`src/c_subset_lexer_defines.svh`:
```
// assertion helpers shared by the lexer rtl
`ifndef C_SUBSET_LEXER_DEFINES_SVH
`define C_SUBSET_LEXER_DEFINES_SVH

// same-cycle implication, muted during reset
`define CSLEX_ASSERT_IMP(lbl, clk, rst, ante, cons, msg) \
   lbl: assert property (@(posedge clk) disable iff (rst) (ante) |-> (cons)) \
      else $error(msg);

// next-cycle implication, muted during reset
`define CSLEX_ASSERT_NXT(lbl, clk, rst, ante, cons, msg) \
   lbl: assert property (@(posedge clk) disable iff (rst) (ante) |=> (cons)) \
      else $error(msg);

`endif

```
`src/cslex_pkg.sv`:
```
package cslex_pkg;

   // default cap on the run counter
   localparam int DEF_MAX_LEN = 255;

   // result queue
   localparam int QUEUE_DEPTH = 4;

   localparam logic [30:0] VAL_MAX = 31'h7FFF_FFFF;

   // scanner modes
   localparam logic [3:0] MODE_IDLE  = 4'd0;
   localparam logic [3:0] MODE_IDENT = 4'd1;
   localparam logic [3:0] MODE_NUM   = 4'd2;
   localparam logic [3:0] MODE_LT    = 4'd3;
   localparam logic [3:0] MODE_GT    = 4'd4;
   localparam logic [3:0] MODE_BANG  = 4'd5;
   localparam logic [3:0] MODE_EQ    = 4'd6;
   localparam logic [3:0] MODE_STR   = 4'd7;
   localparam logic [3:0] MODE_CH1   = 4'd8;
   localparam logic [3:0] MODE_CH2   = 4'd9;

   // token kinds
   localparam logic [5:0] TK_NONE   = 6'd0;
   localparam logic [5:0] TK_NUMBER = 6'd18;
   localparam logic [5:0] TK_CHAR   = 6'd19;
   localparam logic [5:0] TK_IDENT  = 6'd20;
   localparam logic [5:0] TK_STRING = 6'd21;
   localparam logic [5:0] TK_PLUS   = 6'd22;
   localparam logic [5:0] TK_MINUS  = 6'd23;
   localparam logic [5:0] TK_STAR   = 6'd24;
   localparam logic [5:0] TK_SLASH  = 6'd25;
   localparam logic [5:0] TK_LPAR   = 6'd26;
   localparam logic [5:0] TK_RPAR   = 6'd27;
   localparam logic [5:0] TK_COMMA  = 6'd28;
   localparam logic [5:0] TK_SEMI   = 6'd29;
   localparam logic [5:0] TK_ASSIGN = 6'd32;
   localparam logic [5:0] TK_LT     = 6'd33;
   localparam logic [5:0] TK_LE     = 6'd34;
   localparam logic [5:0] TK_GT     = 6'd35;
   localparam logic [5:0] TK_GE     = 6'd36;
   localparam logic [5:0] TK_NE     = 6'd37;
   localparam logic [5:0] TK_EQ     = 6'd38;
   localparam logic [5:0] TK_LBRK   = 6'd40;
   localparam logic [5:0] TK_RBRK   = 6'd41;
   localparam logic [5:0] TK_LBRACE = 6'd42;
   localparam logic [5:0] TK_RBRACE = 6'd43;

   // error codes
   localparam logic [2:0] ERR_NONE     = 3'd0;
   localparam logic [2:0] ERR_BANG     = 3'd1;
   localparam logic [2:0] ERR_STR_CHAR = 3'd2;
   localparam logic [2:0] ERR_CH_LONG  = 3'd3;
   localparam logic [2:0] ERR_CH_BAD   = 3'd4;
   localparam logic [2:0] ERR_UNEXP    = 3'd5;
   localparam logic [2:0] ERR_OVERFLOW = 3'd6;

   // special bytes
   localparam logic [7:0] CH_DQUOTE = 8'd34;
   localparam logic [7:0] CH_SQUOTE = 8'd39;
   localparam logic [7:0] CH_TILDE  = 8'd126;

   // reserved words, right-justified text, kinds 1 to 12 in order
   localparam int KW_COUNT = 12;
   localparam logic [55:0] KW_TEXT [KW_COUNT] = '{
      56'("const"), 56'("int"), 56'("char"), 56'("void"), 56'("main"), 56'("if"),
      56'("else"), 56'("while"), 56'("for"), 56'("scanf"), 56'("printf"),
      56'("return")
   };
   localparam logic [2:0] KW_LEN [KW_COUNT] = '{
      3'd5, 3'd3, 3'd4, 3'd4, 3'd4, 3'd2, 3'd4, 3'd5, 3'd3, 3'd5, 3'd6, 3'd6
   };

   // one result as queued
   typedef struct packed {
      logic        last;
      logic        done;
      logic [15:0] line;
      logic [7:0]  length;
      logic [30:0] value;
      logic [2:0]  err;
      logic [5:0]  kind;
   } rsp_type;

   function automatic rsp_type mk_res(input logic [5:0] kind, input logic [2:0] err,
                                      input logic [30:0] value, input logic [7:0] length,
                                      input logic [15:0] line, input logic done);
      rsp_type r;
      r.last   = 1'b0;
      r.done   = done;
      r.line   = line;
      r.length = length;
      r.value  = value;
      r.err    = err;
      r.kind   = kind;
      return r;
   endfunction

   function automatic logic is_letter(input logic [7:0] c);
      return c inside {[8'h61:8'h7A], [8'h41:8'h5A], 8'h5F};
   endfunction

   function automatic logic is_digit(input logic [7:0] c);
      return c inside {[8'h30:8'h39]};
   endfunction

   // bytes allowed inside a char literal
   function automatic logic char_ok(input logic [7:0] c);
      return c inside {8'h2B, 8'h2D, 8'h2A, 8'h2F} || is_letter(c) || is_digit(c);
   endfunction

   // bytes allowed inside a string body
   function automatic logic str_ok(input logic [7:0] c);
      return c inside {8'h20, 8'h21, [8'h23:CH_TILDE]};
   endfunction

   // single-byte operators, TK_NONE when not one
   function automatic logic [5:0] op_kind(input logic [7:0] c);
      logic [5:0] k;
      case (c)
         8'h2B:   k = TK_PLUS;
         8'h2D:   k = TK_MINUS;
         8'h2A:   k = TK_STAR;
         8'h2F:   k = TK_SLASH;
         8'h28:   k = TK_LPAR;
         8'h29:   k = TK_RPAR;
         8'h2C:   k = TK_COMMA;
         8'h3B:   k = TK_SEMI;
         8'h5B:   k = TK_LBRK;
         8'h5D:   k = TK_RBRK;
         8'h7B:   k = TK_LBRACE;
         8'h7D:   k = TK_RBRACE;
         default: k = TK_NONE;
      endcase
      return k;
   endfunction

   // reserved word lookup on the stored lower-case prefix
   function automatic logic [5:0] kw_kind(input logic [6:0][7:0] pre, input logic [16:0] len);
      logic [55:0] w;
      logic [5:0]  k;
      w = '0;
      k = TK_IDENT;
      for (int j = 0; j < 7; j++) begin
         if (17'(j) < len) begin
            w = {w[47:0], pre[j]};
         end
      end
      for (int i = 0; i < KW_COUNT; i++) begin
         if (len == 17'(KW_LEN[i]) && w == KW_TEXT[i]) begin
            k = 6'(i + 1);
         end
      end
      return k;
   endfunction

   // acc * 10 + digit, held at VAL_MAX on overflow; returns {overflow, value}
   function automatic logic [31:0] num_step(input logic [30:0] acc, input logic [3:0] dig);
      logic [34:0] v;
      v = ({4'b0, acc} << 3) + ({4'b0, acc} << 1) + 35'(dig);
      if (v > 35'(VAL_MAX)) begin
         return {1'b1, VAL_MAX};
      end
      return {1'b0, v[30:0]};
   endfunction

endpackage

```
`src/c_subset_lexer.sv`:
```
// channel   dir  tdata                          tuser        tlast
// req_      in   [7:0] in_char                  end_of_input -
// rsp_      out  kind/err/value/length/line     is_done      last of item
//
// one source byte is taken per cycle while req_tready is high; the scanner state updates in the same cycle
// a byte gives zero, one or two results, queued in a four-entry result queue that
// drains one transfer per cycle while rsp_tready is high; req_tready drops while more than two are queued
// reset is synchronous: mode idle, line count one, queue empty; no clearing pass
// a stalled result side only holds off input once the queue is nearly full
`include "c_subset_lexer_defines.svh"

module c_subset_lexer import cslex_pkg::*; #(
   parameter int MAX_LEN = DEF_MAX_LEN
) (
   input  logic        clock,
   input  logic        reset,
   input  logic        req_tvalid,
   output logic        req_tready,
   input  logic [7:0]  req_tdata,   // [7:0] in_char
   input  logic        req_tuser,   // [0] end_of_input
   output logic        rsp_tvalid,
   input  logic        rsp_tready,
   // [5:0] token_kind, [8:6] error_code, [39:9] token_value,
   // [47:40] token_length, [63:48] line_number
   output logic [63:0] rsp_tdata,
   output logic        rsp_tuser,   // [0] is_done
   output logic        rsp_tlast
);

   localparam int RunW = $clog2(MAX_LEN + 1);
   localparam int PtrW = $clog2(QUEUE_DEPTH);
   localparam int CntW = $clog2(QUEUE_DEPTH + 1);

   // scanner state
   logic [3:0]       mode_ff, mode_in;
   logic [RunW-1:0]  run_len_ff, run_len_in;
   logic [30:0]      acc_ff, acc_in;
   logic             ovf_ff, ovf_in;
   logic [15:0]      line_cnt_ff, line_cnt_in;
   logic [7:0]       lit_ff, lit_in;
   logic [6:0][7:0]  prefix_ff;

   // result queue
   rsp_type          queue_ff [QUEUE_DEPTH];
   logic [PtrW-1:0]  wr_ptr_ff, wr_ptr_in;
   logic [PtrW-1:0]  rd_ptr_ff, rd_ptr_in;
   logic [CntW-1:0]  cnt_ff, cnt_in;

   logic             accept, pop;
   logic [7:0]       c;
   logic             eoi;
   logic [16:0]      run_wide;
   logic [7:0]       len_out;
   logic [RunW-1:0]  run_bump;
   logic [5:0]       ident_kind;
   logic [31:0]      num_next;
   logic [7:0]       lower;
   logic             pre_we;
   logic [2:0]       pre_idx;
   logic             a_v, b_v, rescan;
   rsp_type          a_res, b_res, slot0, slot1, head;
   logic [1:0]       n_push;

   assign c      = req_tdata;
   assign eoi    = req_tuser;
   assign accept = req_tvalid && req_tready;
   assign pop    = rsp_tvalid && rsp_tready;

   // shared helpers for the current byte
   assign run_wide   = 17'(run_len_ff);
   assign len_out    = (run_wide > 17'd255) ? 8'hFF : run_wide[7:0];
   assign run_bump   = (run_len_ff < RunW'(MAX_LEN)) ? run_len_ff + 1'b1 : run_len_ff;
   assign ident_kind = kw_kind(prefix_ff, run_wide);
   assign num_next   = num_step(acc_ff, 4'(c - 8'h30));
   assign lower      = (c inside {[8'h41:8'h5A]}) ? c + 8'd32 : c;

   // next scanner state and up to two results for this byte
   always_comb begin
      mode_in     = mode_ff;
      run_len_in  = run_len_ff;
      acc_in      = acc_ff;
      ovf_in      = ovf_ff;
      line_cnt_in = line_cnt_ff;
      lit_in      = lit_ff;
      pre_we      = 1'b0;
      pre_idx     = run_wide[2:0];
      a_v         = 1'b0;
      a_res       = '0;
      b_v         = 1'b0;
      b_res       = '0;
      rescan      = 1'b0;

      if (eoi) begin
         // flush the pending token, then report done
         a_v = 1'b1;
         case (mode_ff)
            MODE_IDENT: a_res = mk_res(ident_kind, ERR_NONE, '0, len_out, line_cnt_ff, 1'b0);
            MODE_NUM:   a_res = mk_res(TK_NUMBER, ovf_ff ? ERR_OVERFLOW : ERR_NONE, acc_ff,
                                       len_out, line_cnt_ff, 1'b0);
            MODE_LT:    a_res = mk_res(TK_LT, ERR_NONE, '0, '0, line_cnt_ff, 1'b0);
            MODE_GT:    a_res = mk_res(TK_GT, ERR_NONE, '0, '0, line_cnt_ff, 1'b0);
            MODE_EQ:    a_res = mk_res(TK_ASSIGN, ERR_NONE, '0, '0, line_cnt_ff, 1'b0);
            MODE_BANG:  a_res = mk_res(TK_NONE, ERR_BANG, '0, '0, line_cnt_ff, 1'b0);
            MODE_STR:   a_res = mk_res(TK_NONE, ERR_STR_CHAR, '0, '0, line_cnt_ff, 1'b0);
            MODE_CH1:   a_res = mk_res(TK_NONE, ERR_CH_BAD, '0, '0, line_cnt_ff, 1'b0);
            MODE_CH2:   a_res = mk_res(TK_NONE, ERR_CH_LONG, '0, '0, line_cnt_ff, 1'b0);
            default:    a_v = 1'b0;
         endcase
         mode_in = MODE_IDLE;
         b_v     = 1'b1;
         b_res   = mk_res(TK_NONE, ERR_NONE, '0, '0, line_cnt_ff, 1'b1);
      end else begin
         // continue or close the pending token
         case (mode_ff)
            MODE_IDENT: begin
               if (is_letter(c) || is_digit(c)) begin
                  pre_we     = (run_wide < 17'd7);
                  run_len_in = run_bump;
               end else begin
                  a_v    = 1'b1;
                  a_res  = mk_res(ident_kind, ERR_NONE, '0, len_out, line_cnt_ff, 1'b0);
                  rescan = 1'b1;
               end
            end
            MODE_NUM: begin
               if (is_digit(c)) begin
                  if (!ovf_ff) begin
                     ovf_in = num_next[31];
                     acc_in = num_next[30:0];
                  end
                  run_len_in = run_bump;
               end else begin
                  a_v    = 1'b1;
                  a_res  = mk_res(TK_NUMBER, ovf_ff ? ERR_OVERFLOW : ERR_NONE, acc_ff,
                                  len_out, line_cnt_ff, 1'b0);
                  rescan = 1'b1;
               end
            end
            MODE_LT, MODE_GT, MODE_EQ, MODE_BANG: begin
               mode_in = MODE_IDLE;
               a_v     = 1'b1;
               if (c == 8'h3D) begin
                  case (mode_ff)
                     MODE_LT:   a_res = mk_res(TK_LE, ERR_NONE, '0, '0, line_cnt_ff, 1'b0);
                     MODE_GT:   a_res = mk_res(TK_GE, ERR_NONE, '0, '0, line_cnt_ff, 1'b0);
                     MODE_EQ:   a_res = mk_res(TK_EQ, ERR_NONE, '0, '0, line_cnt_ff, 1'b0);
                     default:   a_res = mk_res(TK_NE, ERR_NONE, '0, '0, line_cnt_ff, 1'b0);
                  endcase
               end else begin
                  rescan = 1'b1;
                  case (mode_ff)
                     MODE_LT:   a_res = mk_res(TK_LT, ERR_NONE, '0, '0, line_cnt_ff, 1'b0);
                     MODE_GT:   a_res = mk_res(TK_GT, ERR_NONE, '0, '0, line_cnt_ff, 1'b0);
                     MODE_EQ:   a_res = mk_res(TK_ASSIGN, ERR_NONE, '0, '0, line_cnt_ff, 1'b0);
                     default:   a_res = mk_res(TK_NONE, ERR_BANG, '0, '0, line_cnt_ff, 1'b0);
                  endcase
               end
            end
            MODE_STR: begin
               if (c == CH_DQUOTE) begin
                  a_v     = 1'b1;
                  a_res   = mk_res(TK_STRING, ERR_NONE, '0, len_out, line_cnt_ff, 1'b0);
                  mode_in = MODE_IDLE;
               end else if (str_ok(c)) begin
                  run_len_in = run_bump;
               end else begin
                  a_v     = 1'b1;
                  a_res   = mk_res(TK_NONE, ERR_STR_CHAR, '0, '0, line_cnt_ff, 1'b0);
                  mode_in = MODE_IDLE;
               end
            end
            MODE_CH1: begin
               if (char_ok(c)) begin
                  lit_in  = c;
                  mode_in = MODE_CH2;
               end else begin
                  a_v     = 1'b1;
                  a_res   = mk_res(TK_NONE, ERR_CH_BAD, '0, '0, line_cnt_ff, 1'b0);
                  mode_in = MODE_IDLE;
               end
            end
            MODE_CH2: begin
               mode_in = MODE_IDLE;
               a_v     = 1'b1;
               if (c == CH_SQUOTE) begin
                  a_res = mk_res(TK_CHAR, ERR_NONE, {23'b0, lit_ff}, '0, line_cnt_ff, 1'b0);
               end else begin
                  a_res  = mk_res(TK_NONE, ERR_CH_LONG, '0, '0, line_cnt_ff, 1'b0);
                  rescan = 1'b1;
               end
            end
            default: rescan = 1'b1;
         endcase

         // scan the byte as the start of a new token
         if (rescan) begin
            mode_in = MODE_IDLE;
            if (c == 8'h20 || c == 8'h09) begin
               mode_in = MODE_IDLE;
            end else if (c == 8'h0A) begin
               line_cnt_in = (line_cnt_ff != 16'hFFFF) ? line_cnt_ff + 16'd1 : line_cnt_ff;
            end else if (is_letter(c)) begin
               mode_in    = MODE_IDENT;
               run_len_in = RunW'(1);
               pre_we     = 1'b1;
               pre_idx    = 3'd0;
            end else if (is_digit(c)) begin
               mode_in    = MODE_NUM;
               run_len_in = RunW'(1);
               acc_in     = {27'b0, 4'(c - 8'h30)};
               ovf_in     = 1'b0;
            end else if (c == 8'h3C) begin
               mode_in = MODE_LT;
            end else if (c == 8'h3E) begin
               mode_in = MODE_GT;
            end else if (c == 8'h21) begin
               mode_in = MODE_BANG;
            end else if (c == 8'h3D) begin
               mode_in = MODE_EQ;
            end else if (c == CH_DQUOTE) begin
               mode_in    = MODE_STR;
               run_len_in = '0;
            end else if (c == CH_SQUOTE) begin
               mode_in = MODE_CH1;
            end else begin
               b_v = 1'b1;
               if (op_kind(c) != TK_NONE) begin
                  b_res = mk_res(op_kind(c), ERR_NONE, '0, '0, line_cnt_ff, 1'b0);
               end else begin
                  b_res = mk_res(TK_NONE, ERR_UNEXP, '0, '0, line_cnt_ff, 1'b0);
               end
            end
         end
      end
   end

   // order results and mark the last one of the byte
   always_comb begin
      slot0  = a_v ? a_res : b_res;
      slot1  = b_res;
      n_push = accept ? (2'(a_v) + 2'(b_v)) : 2'd0;
      if (n_push == 2'd2) begin
         slot1.last = 1'b1;
      end else begin
         slot0.last = 1'b1;
      end
   end

   // queue pointers and fill count
   always_comb begin
      wr_ptr_in = wr_ptr_ff + PtrW'(n_push);
      rd_ptr_in = pop ? rd_ptr_ff + 1'b1 : rd_ptr_ff;
      cnt_in    = cnt_ff + CntW'(n_push) - CntW'(pop);
   end

   assign req_tready = (cnt_ff <= CntW'(QUEUE_DEPTH - 2));
   assign rsp_tvalid = (cnt_ff != '0);
   assign head       = queue_ff[rd_ptr_ff];
   assign rsp_tdata  = {head.line, head.length, head.value, head.err, head.kind};
   assign rsp_tuser  = head.done;
   assign rsp_tlast  = head.last;

   // control registers
   always_ff @(posedge clock) begin
      if (reset) begin
         mode_ff     <= MODE_IDLE;
         run_len_ff  <= '0;
         acc_ff      <= '0;
         ovf_ff      <= 1'b0;
         line_cnt_ff <= 16'd1;
         lit_ff      <= '0;
         wr_ptr_ff   <= '0;
         rd_ptr_ff   <= '0;
         cnt_ff      <= '0;
      end else begin
         if (accept) begin
            mode_ff     <= mode_in;
            run_len_ff  <= run_len_in;
            acc_ff      <= acc_in;
            ovf_ff      <= ovf_in;
            line_cnt_ff <= line_cnt_in;
            lit_ff      <= lit_in;
         end
         wr_ptr_ff <= wr_ptr_in;
         rd_ptr_ff <= rd_ptr_in;
         cnt_ff    <= cnt_in;
      end
   end

   // identifier prefix and queue payload, no reset
   always_ff @(posedge clock) begin
      if (accept && pre_we) begin
         prefix_ff[pre_idx] <= lower;
      end
      if (n_push != 2'd0) begin
         queue_ff[wr_ptr_ff] <= slot0;
      end
      if (n_push == 2'd2) begin
         queue_ff[wr_ptr_ff + 1'b1] <= slot1;
      end
   end

   `CSLEX_ASSERT_IMP(a_queue_bound, clock, reset, 1'b1, cnt_ff <= CntW'(QUEUE_DEPTH), "result queue overfilled")
   `CSLEX_ASSERT_NXT(a_eoi_queued, clock, reset, req_tvalid && req_tready && req_tuser, (mode_ff == MODE_IDLE) && (cnt_ff != '0), "end of input left scanner busy or queue empty")
   `CSLEX_ASSERT_IMP(a_done_last, clock, reset, rsp_tvalid && rsp_tuser, rsp_tlast, "done result not marked last")
   `CSLEX_ASSERT_IMP(a_line_nonzero, clock, reset, 1'b1, line_cnt_ff != 16'd0, "line counter reached zero")

endmodule
```
`config.mk`:
```
export PLATFORM = sky130hd
export DESIGN_NAME = c_subset_lexer
export DESIGN_NICKNAME = d
export VERILOG_FILES = /design/src/cslex_pkg.sv /design/src/c_subset_lexer.sv
export VERILOG_INCLUDE_DIRS = /design/src /design/src/src
export SDC_FILE = /design/constraint.sdc
export NUM_CORES = 1
export LEC_CHECK = 0
export ABC_AREA = 0
export BUFFER_PORTS_ARGS = -buffer_cell sky130_fd_sc_hd__buf_2
export CAP_MARGIN = 0
export CORE_ASPECT_RATIO = 0.9
export CORE_MARGIN = 3
export CORE_UTILIZATION = 37
export CTS_CLUSTER_DIAMETER = 60
export CTS_CLUSTER_SIZE = 8
export DETAILED_ROUTE_END_ITERATION = 16
export PLACE_DENSITY = 0.53
export SKIP_CTS_REPAIR_TIMING = 1
export SLEW_MARGIN = 20
export SYNTH_ARGS = -nofsm -noshare
export SYNTH_HDL_FRONTEND = slang
export SYNTH_SLANG_ARGS = --single-unit
```
`constraint.sdc`:
```
create_clock -name clock -period 7.69 [get_ports clock]
set_input_delay 1.1535 -clock clock [delete_from_list [all_inputs] [get_ports clock]]
set_output_delay 1.1535 -clock clock [all_outputs]
set_load 0.03 [all_outputs]
```
After elaboration in Yosys (flattened, before gate mapping)
Memories as Yosys holds them, arrays and structs flattened. A register that Yosys moved wholly into a read port is not among the register bits.
Index checks and enable logic that the tools add are counted.
{ "word_totals": {"word_cells": 302, "inputBits": 13, "ff_bits": 131, "ram_bits": 264, "mem_count": 1, "out_inout_bits": 68} }
{ "mem_list": {"columns": ["name", "words", "word_bits", "read_ports", "rd_clocked_by_memory_dff", "write_ports", "line_no", "text"], "rows": [
  ["queue_ff", 4, 66, 1, 1, 2, "c_subset_lexer.sv:44", "rsp_type queue_ff [QUEUE_DEPTH];"]
]} }
{ "op_classes": {"n_reduce_logical": 39, "magnitude_cmp": 22, "addsub": 12, "bitwise": 2, "n_mux": 159, "n_eq_ne": 51} }
{ "op_table": {"columns": ["operator", "n"], "rows": [
  ["$mux 64", 16],
  ["$pmux 64 s9", 1],
  ["$pmux 64 s6", 1],
  ["$mux 31", 8],
  ["$eq 56x31->1 const B", 4],
  ["$mux 56", 4],
  ["$eq 56x39->1 const B", 3],
  ["$mux 8", 19],
  ["$mux 6", 23],
  ["$mux 66", 2],
  ["$eq 8x6->1 const B", 15],
  ["$eq 56x23->1 const B", 2],
  ["$eq 56x47->1 const B", 2],
  ["$pmux 6 s12", 1],
  ["$mux 65", 1],
  ["$mux 32", 2],
  ["$mux 4", 15],
  ["$bwmux 56", 1],
  ["$eq 56x15->1 const B", 1],
  ["$mux 1", 43],
  ["$eq 8x7->1 const B", 5],
  ["$add 34x32->35", 1],
  ["$add 35x4->35", 1],
  ["$gt 35x31->1 const B", 1],
  ["other kinds (62)", 113]
]} }

Logic depth before layout (Yosys ltp)
{ "logic_depth": {"ltp_word": 30, "ltp_mapped": 24, "depth_no_buf": 22} }

Worst setup path before layout
No wires, ideal clock.
{ "synth_path": {"path_type": "input port to flip-flop", "startpoint": "input req_tdata[6]", "endpoint": "memory queue_ff[3][54] in the netlist's numbering (data pin)", "arrival_time_ps": 5595, "path_buffers": 4, "slack_ps": 1838, "stages": 24, "required_time_ps": 7433, "path_cell_list": "buf_2 inv_1 ha_1 nor3b_1 o21a_1 o211a_1 buf_2 nor3b_2 a221o_1 or2_1 a41o_1 nand2_1 inv_2 ha_1 and3_1 inv_1 nand2_1 nand3_1 and2_1 clkbuf_1 inv_1 a22oi_1 buf_2 nor2b_1"} }
{ "synth_lines": {"columns": ["item", "line_no", "text"], "rows": [
  ["start: declaration", "c_subset_lexer.sv:19", "input logic [7:0] req_tdata,"],
  ["end: declaration", "c_subset_lexer.sv:44", null]
]} }

==> out/qor.csv <==
stage,metric,value,unit
sta,fmax,154,MHz
sta,Final TNS setup,0,ns
sta,Final period util,0.844,
drt,Post-DRT Antenna Nets,0,
critical_path,crit-path cells,buf_2 -> nor2_1 -> a2111o_1 -> a41oi_1 -> nor3b_2 -> o31ai_1 -> nand3_1 -> a41o_1 -> nand2_1 -> inv_2 -> ha_1 -> and3_1 -> inv_1 -> nand2_1 -> nand3_1 -> and2_2 -> inv_1 -> buf_4 -> a22oi_1 -> buf_4 -> nor2b_1,
synth,Synth Flop Type,dfxtp_1,
synth,Post-Syn Nets,2477,
global_routing,M2 GR Usage,0.346,
clocking,"CTS clk-pin slew, worst paths",0.05,ns
die,starting density of the core,0.376,
pwr,Leakage,9.53,nW
drt,vias,20300,
synth,synth warn,0,
critical_path,Worst EP arrival,6.83,ns
drt,vias per inst,6.23,
global_routing,"Most Used Layer, Global Route",met1,
die,standard-cell rows,86,
synth,Async SR Flop Fraction,0,
run,Max Cap Viol,0,
clocking,Max clock buf depth,3,
pwr,Pwr Density,220,mW/mm^2
placement,Port Buf Inserts,80,
sta,fin. max-slew vios,0,
run_status,outcome,"complete, no violations",
placement,DP HPWL,57.3,mm
die,Die H,244,microns
drt,Residual DRC,0,
critical_path,Worst setup EP type,flop,
global_routing,gr usage total,0.242,
synth,sequential fraction of the synthesis area,0.411,
placement,pre-CTS setup slack,0.655,ns
clocking,Worst-Skew Late Latency,0.63,ns
pwr,worst vdd ir,0.000169,V
sta,worst slew pin tran,1.13,ns
clocking,Root Driver,clkbuf_16,
pwr,Pwr Total,5.72,mW
sta,fin worst setup slack,1.20,ns
critical_path,CP max-delay cell,and2_2,
critical_path,critical path type,input pin to flop,
synth,"area leader, netlist",edfxtp_1,
global_routing,initial antenna violation count,1,
min_path,HP Class,flop to flop,
sta,unrepaired setup endpoints after global routing,false,
die,Ports,81,
critical_path,"Buf+Inv Stages, Crit Path",6,
global_routing,first-pass GRT wire length,125,mm
critical_path,delay of the slowest critical-path stage,0.82,ns
synth,Post-synth EDFFs,160,
cells_and_area,final cell count without fillers,3257,
critical_path,crit-path max FO,41,
synth,"Avg Cell Area, Syn",9.72,sq um
die,core area,0.0617,sq mm
global_routing,Overflow after GRT,0,
sta,Setup Skew,0.0708,ns
sta,Final Setup Violations,0,
synth,Mapped Cells,2388,
die,Die X,270,microns
sta,Max transition margin,0.243,
global_routing,met1 Track Usage GR,0.373,
placement,placed instance count,3173,
placement,Routability Congestion,0.964,
clocking,CTS H-tree depth,2,
drt,drt total wl,81.8,mm
clocking,Num CTS Buffers,57,
cells_and_area,Layout area overhead,12.0,%
drt,Pre-antenna DRT Iters,6,
cells_and_area,"commonest non-fill, non-tap cell in the layout",dfxtp_1,
drt,Initial DRC Count,2410,
synth,largest cells by area after synthesis,"edfxtp_1 (21%), dfxtp_1 (20%), mux4_2 (6.4%)",
synth,share of the synthesized area in the top cell type,0.207,
critical_path,"delay-heaviest family, CP",simple AND/OR/NAND/NOR gates,
clocking,Sink Count,397,
cells_and_area,"commonest cells after routing, fill and taps aside","dfxtp_1 (233), nand2_1 (198), nor2_1 (163)",
drt,WL/cell,25.1,microns
global_routing,vias in the first global route,19400,
global_routing,largest net degree at the start of global routing,67,
cells_and_area,fraction of layout cells with a size suffix above 1,0.141,
critical_path,required time of the critical path,8.04,ns
global_routing,met3 Use GR,0.0420,
critical_path,crit path launch type,input pin,
sta,minimum clock period,6.49,ns
synth,unique cell type count in the Yosys netlist,107,
cells_and_area,fill count,5960,
synth,Synth Register Bits,397,
die,Die Footprint,0.0658,sq mm
sta,Fin. Hold Viols,0,
clocking,CTS tree,yes,
cells_and_area,Final #Nets,2486,
synth,Post-Syn Area,0.0232,sq mm
==> Yosys cell counts (all sizes together) (10+ instances only) <==
library cell and instances:
mux4 66, a22o 143, ha 73, o211ai 17
inv 44, or2 14, xor2 21, a41oi 11
nand4 37, nor4 21, o32ai 10, o221ai 12
and3 27, edfxtp 160, a21oi 111, a31oi 31
o22ai 26, a21o 37, dfxtp 237, nor3b 20
nand2 198, nor3 63, clkbuf 110, or3 14
a32oi 11, mux2i 21, and2 42, buf 65
nor2 171, a22oi 18, nand2b 28, nand3 53
a211oi 24, nor2b 82, xnor2 27, o21ai 149
o21a 18
==> final timing paths <==
check	startpoint	end	slack [ns]	cells after the start
max	req_tdata[2]	queue_ff[3][57]$_DFFE_PP_	1.20	21
min	queue_ff[0][47]$_SDFFE_PP0P_	queue_ff[0][47]$_SDFFE_PP0P_	0.45	2
max reg2reg	mode_ff[1]$_SDFFE_PP0P_	queue_ff[3][57]$_DFFE_PP_	1.82	17
min reg2reg	queue_ff[0][47]$_SDFFE_PP0P_	queue_ff[0][47]$_SDFFE_PP0P_	0.45	2
==> registers in the layout, indices dropped and copies added (netlist names), named ones only <==
signal	flops
acc_ff	31
cnt_ff	3
line_cnt_ff	16
lit_ff	8
mode_ff	4
ovf_ff	1
prefix_ff	56
queue_ff	264
rd_ptr_ff	2
run_len_ff	8
wr_ptr_ff	2
==> layer usage <==
metal  wire length [microns]  vias up  share of wire
met5                      20        -        0.00024
met4                    1820        2          0.022
met3                    6500      122          0.079
met2                   34100      946           0.42
met1                   39400    10100           0.48
li1                        -     9170              -
==> cell families after synthesis <==
kind of cell,Yosys count,share of synthesized area
simple gates,814,0.183
compound gates,737,0.228
flops,397,0.411
buf+inv,221,0.0399
mux,95,0.0770
fa+ha+maj,76,0.0419
xor+xnor,48,0.0181
==> final cells by class <==
cell class	count	area (sq um)	share of cell area
Multi-Input combinational cell	1770	12800	0.493
Antenna cell	2	5.00	0.000193
Clock buffer	75	1510	0.0583
Tap cell	836	1050	0.0403
Inverter	46	173	0.00664
Timing Repair Buffer	125	754	0.0290
Clock inverter	6	134	0.00515
Sequential cell	397	9560	0.368
==> stage by stage <==
stage | hold slack, ns | instance area, sq um | util
2_1_floorplan | 0.420 | 23200 | -
3_3_place_gp | 0.429 | 24300 | 0.394
3_5_place_dp | 0.442 | 24300 | 0.394
4_1_cts | 0.455 | 26000 | 0.421
5_1_grt | 0.477 | 26000 | 0.421
6_report | 0.447 | 26000 | 0.421
==> power breakdown <==
group	switching (mW)	total (mW)	internal, mW
sequential	0.0811	2.36	2.28
clock	0.926	2.32	1.39
combinational	0.684	1.04	0.353
==> worst reg2reg max path, delay by kind of cell (launching register included) <==
family                     cells  cell delay [ns]
AOI/OAI and AO/OA              3             1.38
adders and majority gates      1             0.42
buffers and inverters          4             0.76
DFF                            1             0.54
and+or+nand+nor                9             2.47
Note: power is estimated with default switching activity, not from simulation.
